### config.mk
export PLATFORM = sky130hd
export DESIGN_NAME = pivot_turn_heading_controller_core_flat
export DESIGN_NICKNAME = d
export VERILOG_FILES = /design/src/hdl/ptc_pkg.sv /design/src/hdl/ptc_ifs.sv /design/src/hdl/ptc_ctrl.sv /design/src/hdl/ptc_datapath.sv /design/src/hdl/pivot_turn_heading_controller_core.sv /design/src/flat_wrapper.sv
export SDC_FILE = /design/constraint.sdc
export NUM_CORES = 2
export LEC_CHECK = 0
export ABC_AREA = 1
export BUFFER_PORTS_ARGS = -buffer_cell sky130_fd_sc_hd__buf_2
export CORE_MARGIN = 10
export CORE_UTILIZATION = 35
export CTS_CLUSTER_DIAMETER = 40
export DETAILED_ROUTE_END_ITERATION = 7
export PLACE_DENSITY = 0.59
export SYNTH_ARGS = -nofsm -noshare
export SYNTH_HDL_FRONTEND = slang
export SYNTH_HIERARCHICAL = 1
export SYNTH_SLANG_ARGS = --single-unit
export TNS_END_PERCENT = 10
### constraint.sdc
create_clock -name clk -period 8.3 [get_ports clk]
set_input_delay 1.66 -clock clk [delete_from_list [all_inputs] [get_ports clk]]
set_output_delay 1.66 -clock clk [all_outputs]
set_load 0.05 [all_outputs]
### src/hdl/ptc_pkg.sv
// Package: widths, register indexes, step codes and control structs of the pivot turn controller
package ptc_pkg;

  localparam int PTC_HEADING_TOL_DEF = 256;
  localparam int PTC_FRAC_BITS_DEF   = 8;

  localparam int PTC_CFG_IDX_W  = 3;
  localparam int PTC_CFG_DATA_W = 24;

  localparam logic [PTC_CFG_IDX_W-1:0] REG_TARGET_DELTA  = 3'd0;
  localparam logic [PTC_CFG_IDX_W-1:0] REG_KP_HEADING    = 3'd1;
  localparam logic [PTC_CFG_IDX_W-1:0] REG_K_RATE_FF     = 3'd2;
  localparam logic [PTC_CFG_IDX_W-1:0] REG_KI_RATE       = 3'd3;
  localparam logic [PTC_CFG_IDX_W-1:0] REG_INTEG_LIMIT   = 3'd4;
  localparam logic [PTC_CFG_IDX_W-1:0] REG_SPEED_LIMIT   = 3'd5;
  localparam logic [PTC_CFG_IDX_W-1:0] REG_DWELL_TICKS   = 3'd6;
  localparam logic [PTC_CFG_IDX_W-1:0] REG_TIMEOUT_TICKS = 3'd7;

  localparam int PTC_OP_W = 3;
  localparam logic [PTC_OP_W-1:0] OP_IDLE  = 3'd0;
  localparam logic [PTC_OP_W-1:0] OP_ERR   = 3'd1;
  localparam logic [PTC_OP_W-1:0] OP_MULP  = 3'd2;
  localparam logic [PTC_OP_W-1:0] OP_RDES  = 3'd3;
  localparam logic [PTC_OP_W-1:0] OP_MULI  = 3'd4;
  localparam logic [PTC_OP_W-1:0] OP_INTEG = 3'd5;
  localparam logic [PTC_OP_W-1:0] OP_SUM   = 3'd6;
  localparam logic [PTC_OP_W-1:0] OP_SPEED = 3'd7;

  typedef struct packed {
    logic                capture;
    logic [PTC_OP_W-1:0] op;
    logic                load_out;
  } ptc_cmd_t;

  typedef struct packed {
    logic out_free;
  } ptc_sts_t;

endpackage

### src/hdl/ptc_ifs.sv
// Channel interfaces: control tick input, wheel speed result, configuration write
interface ptc_in_if import ptc_pkg::*; ();
  logic               valid;
  logic               ready;
  logic               start_req;
  logic signed [17:0] heading;
  logic signed [15:0] yaw_rate;
  logic               rate_valid;
  logic [14:0]        rate_limit;
  modport source (output valid, start_req, heading, yaw_rate, rate_valid, rate_limit,
                  input ready);
  modport sink   (input valid, start_req, heading, yaw_rate, rate_valid, rate_limit,
                  output ready);
endinterface

interface ptc_out_if import ptc_pkg::*; ();
  logic               valid;
  logic               ready;
  logic signed [10:0] left_speed;
  logic signed [10:0] right_speed;
  logic               done_res;
  modport source (output valid, left_speed, right_speed, done_res, input ready);
  modport sink   (input valid, left_speed, right_speed, done_res, output ready);
endinterface

interface ptc_cfg_if import ptc_pkg::*; ();
  logic                      valid;
  logic                      ready;
  logic [PTC_CFG_IDX_W-1:0]  index;
  logic [PTC_CFG_DATA_W-1:0] data;
  modport source (output valid, index, data, input ready);
  modport sink   (input valid, index, data, output ready);
endinterface

### src/hdl/ptc_ctrl.sv
// Step sequencer of the pivot turn controller
module ptc_ctrl import ptc_pkg::*; (
  input  logic     clk,
  input  logic     rst_n,
  input  logic     in_valid,
  output logic     in_ready,
  input  ptc_sts_t sts,
  output ptc_cmd_t cmd
);

  localparam logic [2:0] S_IDLE  = 3'd0;
  localparam logic [2:0] S_ERR   = 3'd1;
  localparam logic [2:0] S_MULP  = 3'd2;
  localparam logic [2:0] S_RDES  = 3'd3;
  localparam logic [2:0] S_MULI  = 3'd4;
  localparam logic [2:0] S_INTEG = 3'd5;
  localparam logic [2:0] S_SUM   = 3'd6;
  localparam logic [2:0] S_SPEED = 3'd7;

  logic [2:0] state_r, state_nxt;

  always_ff @(posedge clk) begin
    if (!rst_n) begin
      state_r <= S_IDLE;
    end else begin
      state_r <= state_nxt;
    end
  end

  assign in_ready = (state_r == S_IDLE);

  always_comb begin
    state_nxt    = state_r;
    cmd.capture  = 1'b0;
    cmd.op       = OP_IDLE;
    cmd.load_out = 1'b0;
    unique case (state_r)
      S_IDLE: begin
        cmd.capture = in_valid;
        if (in_valid) state_nxt = S_ERR;
      end
      S_ERR: begin
        cmd.op    = OP_ERR;
        state_nxt = S_MULP;
      end
      S_MULP: begin
        cmd.op    = OP_MULP;
        state_nxt = S_RDES;
      end
      S_RDES: begin
        cmd.op    = OP_RDES;
        state_nxt = S_MULI;
      end
      S_MULI: begin
        cmd.op    = OP_MULI;
        state_nxt = S_INTEG;
      end
      S_INTEG: begin
        cmd.op    = OP_INTEG;
        state_nxt = S_SUM;
      end
      S_SUM: begin
        cmd.op    = OP_SUM;
        state_nxt = S_SPEED;
      end
      S_SPEED: begin
        // hold here until the output register can take the beat
        cmd.op       = OP_SPEED;
        cmd.load_out = sts.out_free;
        if (sts.out_free) state_nxt = S_IDLE;
      end
      default: state_nxt = S_IDLE;
    endcase
  end

endmodule

### src/hdl/ptc_datapath.sv
// Datapath: configuration, loop state, shared multiplier, rounding, clamps, output register
module ptc_datapath import ptc_pkg::*; #(
  parameter int HEADING_TOLERANCE = PTC_HEADING_TOL_DEF,
  parameter int FRAC_BITS         = PTC_FRAC_BITS_DEF
) (
  input  logic                      clk,
  input  logic                      rst_n,
  input  ptc_cmd_t                  cmd,
  output ptc_sts_t                  sts,
  input  logic                      cfg_we,
  input  logic [PTC_CFG_IDX_W-1:0]  cfg_index,
  input  logic [PTC_CFG_DATA_W-1:0] cfg_data,
  input  logic                      in_start_req,
  input  logic signed [17:0]        in_heading,
  input  logic signed [15:0]        in_yaw_rate,
  input  logic                      in_rate_valid,
  input  logic [14:0]               in_rate_limit,
  output logic                      out_valid,
  input  logic                      out_ready,
  output logic signed [10:0]        out_left_speed,
  output logic signed [10:0]        out_right_speed,
  output logic                      out_done_res
);

  localparam int ERR_W   = 20;
  localparam int MA_W    = 17;
  localparam int PROD_W  = MA_W + ERR_W;
  localparam int SUM_W   = PROD_W + 1;
  localparam int INTEG_W = 12 + FRAC_BITS;

  localparam logic [PROD_W-1:0] HALF_P = PROD_W'(1) << (FRAC_BITS - 1);
  localparam logic [SUM_W-1:0]  HALF_S = SUM_W'(1) << (FRAC_BITS - 1);
  localparam logic [ERR_W-1:0]  TOL    = ERR_W'(HEADING_TOLERANCE);

  // configuration
  logic signed [17:0] target_delta_r;
  logic [15:0]        kp_heading_r, k_rate_ff_r, ki_rate_r, dwell_ticks_r;
  logic [9:0]         integ_limit_r, speed_limit_r;
  logic [23:0]        timeout_ticks_r;

  always_ff @(posedge clk) begin
    if (!rst_n) begin
      target_delta_r  <= '0;
      kp_heading_r    <= 16'd256;
      k_rate_ff_r     <= 16'd256;
      ki_rate_r       <= '0;
      integ_limit_r   <= '0;
      speed_limit_r   <= 10'd1023;
      dwell_ticks_r   <= '0;
      timeout_ticks_r <= '0;
    end else if (cfg_we) begin
      unique case (cfg_index)
        REG_TARGET_DELTA:  target_delta_r  <= cfg_data[17:0];
        REG_KP_HEADING:    kp_heading_r    <= cfg_data[15:0];
        REG_K_RATE_FF:     k_rate_ff_r     <= cfg_data[15:0];
        REG_KI_RATE:       ki_rate_r       <= cfg_data[15:0];
        REG_INTEG_LIMIT:   integ_limit_r   <= cfg_data[9:0];
        REG_SPEED_LIMIT:   speed_limit_r   <= cfg_data[9:0];
        REG_DWELL_TICKS:   dwell_ticks_r   <= cfg_data[15:0];
        REG_TIMEOUT_TICKS: timeout_ticks_r <= cfg_data[23:0];
        default: ;
      endcase
    end
  end

  // captured tick
  logic signed [17:0] heading_r;
  logic signed [15:0] yaw_rate_r;
  logic               rate_valid_r;
  logic [14:0]        rate_limit_r;

  always_ff @(posedge clk) begin
    if (cmd.capture) begin
      heading_r    <= in_heading;
      yaw_rate_r   <= in_yaw_rate;
      rate_valid_r <= in_rate_valid;
      rate_limit_r <= in_rate_limit;
    end
  end

  // working registers
  logic signed [ERR_W-1:0]   err_r;
  logic signed [PROD_W-1:0]  prod_r;
  logic signed [15:0]        rdes_r;
  logic signed [SUM_W-1:0]   sum_r;

  // loop state
  logic signed [17:0]        start_heading_r;
  logic signed [INTEG_W-1:0] integral_r;
  logic signed [15:0]        last_good_r;
  logic                      in_band_r;
  logic [15:0]               dwell_r;
  logic [23:0]               tick_r;

  // heading error
  logic signed [ERR_W-1:0] err_nxt;
  assign err_nxt = ERR_W'(target_delta_r) - (ERR_W'(heading_r) - ERR_W'(start_heading_r));

  // shared multiplier
  logic signed [MA_W-1:0]   mul_a;
  logic signed [ERR_W-1:0]  mul_b;
  logic signed [PROD_W-1:0] mul_p;
  logic signed [16:0]       rate_diff;

  assign rate_diff = 17'(rdes_r) - 17'(last_good_r);

  always_comb begin
    unique case (cmd.op)
      OP_MULP: begin
        mul_a = {1'b0, kp_heading_r};
        mul_b = err_r;
      end
      OP_MULI: begin
        mul_a = {1'b0, ki_rate_r};
        mul_b = ERR_W'(rate_diff);
      end
      OP_INTEG: begin
        mul_a = {1'b0, k_rate_ff_r};
        mul_b = ERR_W'(rdes_r);
      end
      default: begin
        mul_a = '0;
        mul_b = '0;
      end
    endcase
  end

  assign mul_p = PROD_W'(mul_a) * PROD_W'(mul_b);

  // rate demand: round half away, clamp to the tick's rate limit
  logic              prod_neg;
  logic [PROD_W-1:0] prod_mag, prod_rnd;
  logic [15:0]       rdes_mag;
  logic signed [15:0] rdes_nxt;

  assign prod_neg = prod_r[PROD_W-1];
  assign prod_mag = prod_neg ? PROD_W'(-prod_r) : PROD_W'(prod_r);
  assign prod_rnd = (prod_mag + HALF_P) >> FRAC_BITS;
  assign rdes_mag = (prod_rnd > PROD_W'(rate_limit_r)) ? 16'(rate_limit_r) : prod_rnd[15:0];
  assign rdes_nxt = prod_neg ? -$signed(rdes_mag) : $signed(rdes_mag);

  // one adder serves the integral update and the speed sum
  logic signed [SUM_W-1:0]   add_w;
  logic signed [SUM_W-1:0]   ilim;
  logic signed [INTEG_W-1:0] integ_nxt;

  assign add_w = SUM_W'(prod_r) + SUM_W'(integral_r);
  assign ilim  = $signed(SUM_W'(integ_limit_r) << FRAC_BITS);

  always_comb begin
    if (add_w > ilim)       integ_nxt = INTEG_W'(ilim);
    else if (add_w < -ilim) integ_nxt = INTEG_W'(-ilim);
    else                    integ_nxt = INTEG_W'(add_w);
  end

  // speed: round half away, clamp to the speed limit, zero once done
  logic             sum_neg;
  logic [SUM_W-1:0] sum_mag, sum_rnd;
  logic [10:0]      spd_mag;
  logic signed [10:0] speed_w;
  logic             done_w;
  logic [ERR_W-1:0] err_mag;

  assign sum_neg = sum_r[SUM_W-1];
  assign sum_mag = sum_neg ? SUM_W'(-sum_r) : SUM_W'(sum_r);
  assign sum_rnd = (sum_mag + HALF_S) >> FRAC_BITS;
  assign spd_mag = (sum_rnd > SUM_W'(speed_limit_r)) ? 11'(speed_limit_r) : sum_rnd[10:0];
  assign done_w  = (dwell_r >= dwell_ticks_r) || (tick_r >= timeout_ticks_r);
  assign speed_w = done_w ? 11'sd0 : (sum_neg ? -$signed(spd_mag) : $signed(spd_mag));
  assign err_mag = err_r[ERR_W-1] ? ERR_W'(-err_r) : ERR_W'(err_r);

  always_ff @(posedge clk) begin
    if (cmd.op == OP_ERR) err_r <= err_nxt;
    if (cmd.op == OP_MULP || cmd.op == OP_MULI || cmd.op == OP_INTEG) prod_r <= mul_p;
    if (cmd.op == OP_RDES) rdes_r <= rdes_nxt;
    if (cmd.op == OP_SUM) sum_r <= add_w;
  end

  always_ff @(posedge clk) begin
    if (!rst_n) begin
      start_heading_r <= '0;
      integral_r      <= '0;
      last_good_r     <= '0;
      in_band_r       <= 1'b0;
      dwell_r         <= '0;
      tick_r          <= '0;
    end else if (cmd.capture) begin
      if (in_start_req) begin
        start_heading_r <= in_heading;
        integral_r      <= '0;
        last_good_r     <= '0;
        in_band_r       <= 1'b0;
        dwell_r         <= '0;
        tick_r          <= '0;
      end
    end else begin
      if (cmd.op == OP_RDES && rate_valid_r) last_good_r <= yaw_rate_r;
      if (cmd.op == OP_INTEG) integral_r <= integ_nxt;
      if (cmd.op == OP_SUM) begin
        if (tick_r != 24'hFFFFFF) tick_r <= tick_r + 24'd1;
        if (err_mag <= TOL) begin
          if (!in_band_r) begin
            in_band_r <= 1'b1;
            dwell_r   <= '0;
          end else if (dwell_r != 16'hFFFF) begin
            dwell_r <= dwell_r + 16'd1;
          end
        end else begin
          in_band_r <= 1'b0;
          dwell_r   <= '0;
        end
      end
    end
  end

  // output register
  logic out_valid_r;

  always_ff @(posedge clk) begin
    if (!rst_n) begin
      out_valid_r <= 1'b0;
    end else if (cmd.load_out) begin
      out_valid_r <= 1'b1;
    end else if (out_ready) begin
      out_valid_r <= 1'b0;
    end
  end

  always_ff @(posedge clk) begin
    if (cmd.load_out) begin
      out_left_speed  <= speed_w;
      out_right_speed <= -speed_w;
      out_done_res    <= done_w;
    end
  end

  assign out_valid    = out_valid_r;
  assign sts.out_free = !out_valid_r || out_ready;

endmodule

### src/hdl/pivot_turn_heading_controller_core.sv
// Top level of the pivot turn heading controller: sequencer plus datapath
//
//   channel  direction  beat contents
//   in_bus   sink       start_req, heading, yaw_rate, rate_valid, rate_limit
//   out_bus  source     left_speed, right_speed, done_res
//   cfg_bus  sink       index, data (always ready)
//
// A tick runs through the accept state and seven steps of the sequencer
// through the one shared multiplier (kp, ki and feed-forward products in turn).
// A stalled out_bus holds the last step until the output register frees up;
// a finished beat waiting there does not block the next tick.
// Reset is synchronous: configuration takes its defaults, loop state clears.
module pivot_turn_heading_controller_core import ptc_pkg::*; #(
  parameter int HEADING_TOLERANCE = PTC_HEADING_TOL_DEF,
  parameter int FRAC_BITS         = PTC_FRAC_BITS_DEF
) (
  input  logic        clk,
  input  logic        rst_n,
  ptc_in_if.sink      in_bus,
  ptc_out_if.source   out_bus,
  ptc_cfg_if.sink     cfg_bus
);

  ptc_cmd_t cmd;
  ptc_sts_t sts;

  assign cfg_bus.ready = 1'b1;

  ptc_ctrl u_ctrl (
    .clk      (clk),
    .rst_n    (rst_n),
    .in_valid (in_bus.valid),
    .in_ready (in_bus.ready),
    .sts      (sts),
    .cmd      (cmd)
  );

  ptc_datapath #(
    .HEADING_TOLERANCE (HEADING_TOLERANCE),
    .FRAC_BITS         (FRAC_BITS)
  ) u_dp (
    .clk             (clk),
    .rst_n           (rst_n),
    .cmd             (cmd),
    .sts             (sts),
    .cfg_we          (cfg_bus.valid),
    .cfg_index       (cfg_bus.index),
    .cfg_data        (cfg_bus.data),
    .in_start_req    (in_bus.start_req),
    .in_heading      (in_bus.heading),
    .in_yaw_rate     (in_bus.yaw_rate),
    .in_rate_valid   (in_bus.rate_valid),
    .in_rate_limit   (in_bus.rate_limit),
    .out_valid       (out_bus.valid),
    .out_ready       (out_bus.ready),
    .out_left_speed  (out_bus.left_speed),
    .out_right_speed (out_bus.right_speed),
    .out_done_res    (out_bus.done_res)
  );

endmodule

### src/flat_wrapper.sv
// flat-port wrapper written by rule: the top's interface ports become plain ports
module pivot_turn_heading_controller_core_flat import ptc_pkg::*;
#(
  parameter int HEADING_TOLERANCE = PTC_HEADING_TOL_DEF,
  parameter int FRAC_BITS         = PTC_FRAC_BITS_DEF
)
  (clk, rst_n, in_bus_valid, in_bus_start_req, in_bus_heading, in_bus_yaw_rate, in_bus_rate_valid, in_bus_rate_limit, in_bus_ready, out_bus_valid, out_bus_left_speed, out_bus_right_speed, out_bus_done_res, out_bus_ready, cfg_bus_valid, cfg_bus_index, cfg_bus_data, cfg_bus_ready);
  ptc_in_if in_bus_i ();
  ptc_out_if out_bus_i ();
  ptc_cfg_if cfg_bus_i ();
  input  logic clk;
  input  logic rst_n;
  input wire logic [$bits(in_bus_i.valid)-1:0] in_bus_valid;
  input wire logic [$bits(in_bus_i.start_req)-1:0] in_bus_start_req;
  input wire logic [$bits(in_bus_i.heading)-1:0] in_bus_heading;
  input wire logic [$bits(in_bus_i.yaw_rate)-1:0] in_bus_yaw_rate;
  input wire logic [$bits(in_bus_i.rate_valid)-1:0] in_bus_rate_valid;
  input wire logic [$bits(in_bus_i.rate_limit)-1:0] in_bus_rate_limit;
  output wire logic [$bits(in_bus_i.ready)-1:0] in_bus_ready;
  output wire logic [$bits(out_bus_i.valid)-1:0] out_bus_valid;
  output wire logic [$bits(out_bus_i.left_speed)-1:0] out_bus_left_speed;
  output wire logic [$bits(out_bus_i.right_speed)-1:0] out_bus_right_speed;
  output wire logic [$bits(out_bus_i.done_res)-1:0] out_bus_done_res;
  input wire logic [$bits(out_bus_i.ready)-1:0] out_bus_ready;
  input wire logic [$bits(cfg_bus_i.valid)-1:0] cfg_bus_valid;
  input wire logic [$bits(cfg_bus_i.index)-1:0] cfg_bus_index;
  input wire logic [$bits(cfg_bus_i.data)-1:0] cfg_bus_data;
  output wire logic [$bits(cfg_bus_i.ready)-1:0] cfg_bus_ready;
  assign in_bus_i.valid = in_bus_valid;
  assign in_bus_i.start_req = in_bus_start_req;
  assign in_bus_i.heading = in_bus_heading;
  assign in_bus_i.yaw_rate = in_bus_yaw_rate;
  assign in_bus_i.rate_valid = in_bus_rate_valid;
  assign in_bus_i.rate_limit = in_bus_rate_limit;
  assign in_bus_ready = in_bus_i.ready;
  assign out_bus_valid = out_bus_i.valid;
  assign out_bus_left_speed = out_bus_i.left_speed;
  assign out_bus_right_speed = out_bus_i.right_speed;
  assign out_bus_done_res = out_bus_i.done_res;
  assign out_bus_i.ready = out_bus_ready;
  assign cfg_bus_i.valid = cfg_bus_valid;
  assign cfg_bus_i.index = cfg_bus_index;
  assign cfg_bus_i.data = cfg_bus_data;
  assign cfg_bus_ready = cfg_bus_i.ready;
  pivot_turn_heading_controller_core #(.HEADING_TOLERANCE(HEADING_TOLERANCE), .FRAC_BITS(FRAC_BITS)) u_core (.clk(clk), .rst_n(rst_n), .in_bus(in_bus_i), .out_bus(out_bus_i), .cfg_bus(cfg_bus_i));
endmodule
# Yosys cells after proc, flatten, opt, wreduce, memory -nomap -nowiden
# Cells that the tools add are included.
[totals]
regBits = 409
wordCells = 143
output_inout_bits = 26
inputBits = 83
[classes]
n_mux = 39
add_sub_neg = 15
magnitude_cmp = 7
reduce_logical = 28
n_eq_ne = 26
n_mul = 1
[op_table]
columns = ["operator", "count"]
rows = [
  ["16-bit two-way mux", 10],
  ["20-bit two-way mux", 6],
  ["24-bit two-way mux", 4],
  ["20-bit case mux with 3 select lines", 1],
  ["16-bit case mux with 3 select lines", 1],
  ["37-bit by 20-bit adder with 38-bit output", 1],
  ["38-bit by 8-bit adder with 38-bit output, second input constant", 1],
  ["38-bit by 19-bit greater-than comparator with 1-bit output", 1],
  ["38-bit less-than comparator", 1],
  ["38-bit two-way mux", 1],
  ["18-bit negation with 38-bit output", 1],
  ["38-bit negation", 1],
  ["37-bit by 8-bit adder with 37-bit output, second input constant", 1],
  ["17-bit by 20-bit multiplier with 37-bit output", 1],
  ["37-bit two-way mux", 1],
  ["37-bit negation", 1],
  ["3-bit equality test, second input constant", 11],
  ["11-bit two-way mux", 3],
  ["30-bit by 10-bit greater-than comparator with 1-bit output", 1],
  ["29-bit by 15-bit greater-than comparator with 1-bit output", 1],
  ["2-bit AND reduction", 13],
  ["24-bit by 1-bit adder with 24-bit output, second input constant", 1],
  ["24-bit >= comparator", 1],
  ["24-bit inequality test, second input constant", 1],
  ["24 further kinds", 51],
]

# Depth between registers and ports, before layout
[logic_depth]
ltp_word = 9
depth_mapped = 51
ltp_nobuf = 51

# Cells and area by module
# Netlist, hierarchy kept.
[modules_own_cells]
columns = ["module", "area_each_um2", "instances", "cells_per_inst"]
rows = [
  ["ptc_datapath", 39157.6, 1, 5128],
  ["ptc_ctrl", 185.2, 1, 27],
  ["pivot_turn_heading_controller_core", 11.3, 1, 2],
]

# Least setup slack after synthesis
# Ideal clock, no wire load.
[synth_timing]
kind = "register -> register"
from = "register u_core.u_dp.rdes_r[0]"
to = "register u_core.u_dp.prod_r[35] (data pin)"
t_arrival_ps = 7870
setup_ps = 265
stages_incl_launch_ff = 48
slack_ps = 165
cell_sequence = "edfxtp_1 -> inv_1 -> ha_1 -> fa_1 -> nor2_1 -> nor2_1 -> nor2_1 -> nor2_1 -> nor2_1 -> o21ai_0 -> nand2_1 -> nand2_1 -> nand2_1 -> a21oi_1 -> nor2_1 -> o21ai_0 -> nand2_1 -> a21oi_1 -> [... 12 more ...] -> fa_1 -> fa_1 -> inv_1 -> fa_1 -> fa_1 -> inv_1 -> fa_1 -> inv_1 -> ha_1 -> nand2_1 -> o21ai_0 -> a21oi_1 -> o21ai_0 -> a21oi_1 -> o31ai_1 -> a21oi_1 -> o21ai_0 -> xor2_1"
[synth_via]
elab_chain_len = 3
[synth_lines]
columns = ["element", "line_no", "rtl"]
rows = [
  ["from (decl)", "ptc_datapath.sv:84", "logic signed [15:0] rdes_r;"],
  ["from (signal assigned)", "ptc_datapath.sv:175", "if (cmd.op == OP_RDES) rdes_r <= rdes_nxt;"],
  ["16-bit by 16-bit subtractor with 17-bit output", "ptc_datapath.sv:105", "assign rate_diff = 17'(rdes_r) - 17'(last_good_r);"],
  ["20-bit case mux with 3 select lines (*)", "ptc_datapath.sv:108", "unique case (cmd.op)"],
  ["17-bit by 20-bit multiplier with 37-bit output (*)", "ptc_datapath.sv:128", "assign mul_p = PROD_W'(mul_a) * PROD_W'(mul_b);"],
  ["via u_core.u_dp.mul_p[35]", "ptc_datapath.sv:102", "logic signed [PROD_W-1:0] mul_p;"],
  ["to (signal assigned)", "ptc_datapath.sv:174", "if (cmd.op == OP_MULP || cmd.op == OP_MULI || cmd.op == OP_INTEG) prod_r <= mul_p;"],
  ["to (decl)", "ptc_datapath.sv:83", "logic signed [PROD_W-1:0] prod_r;"],
]
# The timed path passes the listed nets; every way through them passes the cells marked *.
# A chain may end at the register's enable or synchronous reset.

# Worst setup path in the final report
[layout_timing]
from = "register u_core.u_dp.rdes_r[1]"
to = "register u_core.u_dp.prod_r[36] (data pin)"
# The elaborated chain is that of the path after synthesis.

==> results.yml <==
outcome:
  outcome: "finished clean"
logic_synthesis:
  syn_inst: 5157
  syn_nets: 5855
  synth_area_um2: 39400
  ys_ff_latch: 408
  seq_area_frac_synth: 0.254
  ys.flop_type: "dfxtp_1"
  ys_warn_count: 6
  async_flop_share: 0
  yosysUniqueCellTypes: 68
  postSynthAreaPerCell_um2: 7.63
  synth_edf_count: 183
worst_setup_path:
  reg2reg_slack_ns: 0.22
  slowest_delay_ns: 0.56
  startpoint_type: "flip-flop"
  end_kind: "flip-flop"
  critPathSlowestCell: "fa_1"
  critPathMaxFanout: 8
  crit_arrival_ns: 8.42
  reg2reg_to: "u_core/u_dp/prod_r[36]"
  required_ns: 8.64
  worstRegToRegCells: 43
  crit_buf_inv: 5
  crit_family: "adder cells"
  worstSetupPathType: "flip-flop to flip-flop"
  critical_path.most_common_cell: "nand2_1"
  r2r-start: "u_core/u_dp/rdes_r[1]"
routing:
  drc: 0
  final_antenna_net_count: 0
  routed_wl_um: 111000
  via_count: 33700
  drt_iter0_drc: 2235
  first_pass_iters: 6
  viasPerCell: 4.91
  avgRoutedWirePerCell_um: 16.2
timing:
  setup_tns_ns: 0
  fmax_ghz: 0.124
  fin_crit_sh: 0.974
  worst_pin_slew_ns: 1.20
  fin_crit_ns: 8.08
  rsz0062_at_grt: "yes"
  fin_skew_ns: 0.0462
  slew_viol_final: 0
  finalSetupViolCount: 0
  slew_headroom: 0.200
  hold_viol: 0
floorplan:
  fp.dieW_um: 355
  start_util: 0.354
  coreArea_um2: 111000
  die_y_um: 355
  die_area_um2: 126000
  rows: 122
  io_pins: 109
final_layout:
  final_common_cell: "nand2_1"
  mostFrequentLayoutCells: "1000 x nand2_1, 957 x inv_1, 497 x nor2_1"
  fin_cells: 6865
  diodes: 0
  finish.utilization: 0.404
  syn_to_final_growth_pct: 14.1
  post_route_cells_drive_above_1_share: 0.117
  num-nets-final: 6019
power:
  vdd_drop_max_v: 0.000123
  leakagePower_uw: 0.0213
  power_uw: 6780
  power.density_nw_per_um2: 151
global_routing:
  gr-usage-all-layers: 0.174
  grt_max_degree: 114
  overflow: 0
  grt_first_pass_wirelength_um: 178000
  grt_pass1_vias: 33000
  antenna_found_initial: 4
clocking:
  cts_buffers: 70
  clock_latency_ns: 0.63
  cts.sinks: 408
  htreeDepth: 3
  clkSlewWorstSetupHoldPaths_ns: 0.05
  clk_path_buf_depth: 3
  cts-root-buf: "clkbuf_16"
  tritoncts: "built"
  cts_hold_buf: 0
hold_path:
  hold_depth: 2
  hold_class: "flip-flop to flip-flop"
  min-delay-start: "u_core/u_dp/kp_heading_r[5]"
  hold_path_end: "u_core/u_dp/kp_heading_r[5]"
placed_design:
  hpwl_um: 89100
  io_buffers: 107
  dpl.cell_count: 6730
  routabilityCongestion: 0.933
flow_run:
  maxCapViolCount: 0
## Yosys cell counts (12+ instances only)
master | number | share of area
a211oi_1 | 14 | 0.0027
a31oi_1 | 12 | 0.0019
xor2_1 | 104 | 0.023
clkinv_1 | 14 | 0.0013
o21ai_0 | 244 | 0.031
xnor2_1 | 53 | 0.012
nand3_1 | 249 | 0.032
edfxtp_1 | 183 | 0.14
nand3_2 | 21 | 0.0053
inv_2 | 30 | 0.0029
nand2_2 | 51 | 0.0081
a22oi_1 | 14 | 0.0027
o21bai_1 | 14 | 0.0027
ha_1 | 280 | 0.089
nand4_1 | 57 | 0.0091
clkbuf_1 | 102 | 0.0097
dfxtp_1 | 225 | 0.11
fa_1 | 335 | 0.17
a21oi_1 | 342 | 0.043
nand2_1 | 1014 | 0.097
nor2_4 | 18 | 0.0052
o211ai_1 | 28 | 0.0053
o21ai_1 | 19 | 0.0024
nor2_1 | 508 | 0.048
inv_1 | 968 | 0.092
nor4_1 | 18 | 0.0029
nand3b_1 | 28 | 0.0053
nor2_2 | 30 | 0.0048
nor3_1 | 51 | 0.0065
## worst reg2reg max path, delay by kind of cell (launching register included)
family | cells | cell delay [ns]
AOI/OAI and AO/OA | 10 | 1.60
xor gates and xnor gates | 1 | 0.08
adders and majority gates | 8 | 3.78
buffers and inverters | 5 | 0.40
DFF | 1 | 0.39
and+or+nand+nor | 19 | 1.53
## per-layer routing
layer | routed length, µm | share of wire | track usage | vias to the layer above
li1 | - | - | - | 16700
met1 | 50200 | 0.45 | 0.229 | 16000
met2 | 51800 | 0.47 | 0.294 | 777
met3 | 5730 | 0.052 | 0.0255 | 171
met4 | 3340 | 0.030 | 0.0534 | 4
met5 | 27 | 0.00024 | 0 | -
## how the worst max path moves through the flow
stage | from | cells after the start | to
after global routing | u_core/u_dp/rdes_r[0] | 47 | u_core/u_dp/prod_r[36]
after CTS | u_core/u_dp/rdes_r[0] | 51 | u_core/u_dp/prod_r[34]
after floorplan | u_core/u_dp/rdes_r[0] | 47 | u_core/u_dp/prod_r[35]
after detailed placement | u_core/u_dp/rdes_r[0] | 44 | u_core/u_dp/prod_r[35]
final | u_core/u_dp/rdes_r[1] | 43 | u_core/u_dp/prod_r[36]
after global placement | u_core/u_dp/rdes_r[0] | 44 | u_core/u_dp/prod_r[35]
## registers in the layout, summed over array words and instances, names as in the netlist, 18 cells and up
name,count
u_core/u_dp/integral_r,20
u_core/u_dp/sum_r,38
u_core/u_dp/timeout_ticks_r,24
u_core/u_dp/tick_r,24
u_core/u_dp/err_r,20
u_core/u_dp/heading_r,18
u_core/u_dp/target_delta_r,18
u_core/u_dp/start_heading_r,18
u_core/u_dp/prod_r,37
## timing repair
action,CTS,global route
gates cloned,0,0
pin swaps,0,70
setup endpoints to repair,7,18
buffers inserted,0,7
resized for setup,9,116
## power by group
part | internal (µW) | switching (µW)
logic | 497 | 1040
clock network | 1800 | 1090
registers | 2260 | 95.0
total | 4550 | 2230
## per-stage QoR
stage,setup slack (ns),instance area [µm²],hold slack (ns)
detailed placement,-0.165,42000,0.446
global route,-0.285,44900,0.471
finish,0.218,44900,0.454
floorplan,0.165,39400,0.429
CTS,0.000829,44400,0.455
global placement,-0.0987,42000,0.440
## cells by family after synthesis
kind of cell,after synthesis,synth area share
other cells,1,0.0000953
xor+xnor,161,0.0366
compound gates,749,0.106
simple gates,2080,0.233
buf+inv,1142,0.111
flops,408,0.254
mux,1,0.000254
fa+ha+maj,615,0.259
## area by class of cell
class | count | area [µm²]
inverter | 1013 | 3800
sequential | 408 | 10000
clock buffer | 87 | 1880
multi-input combinational | 3607 | 25500
fill | 11400 | 66200
tap | 1488 | 1860
clock inverter | 41 | 474
timing repair buffer | 221 | 1410
(Power assumes the default switching activity.)
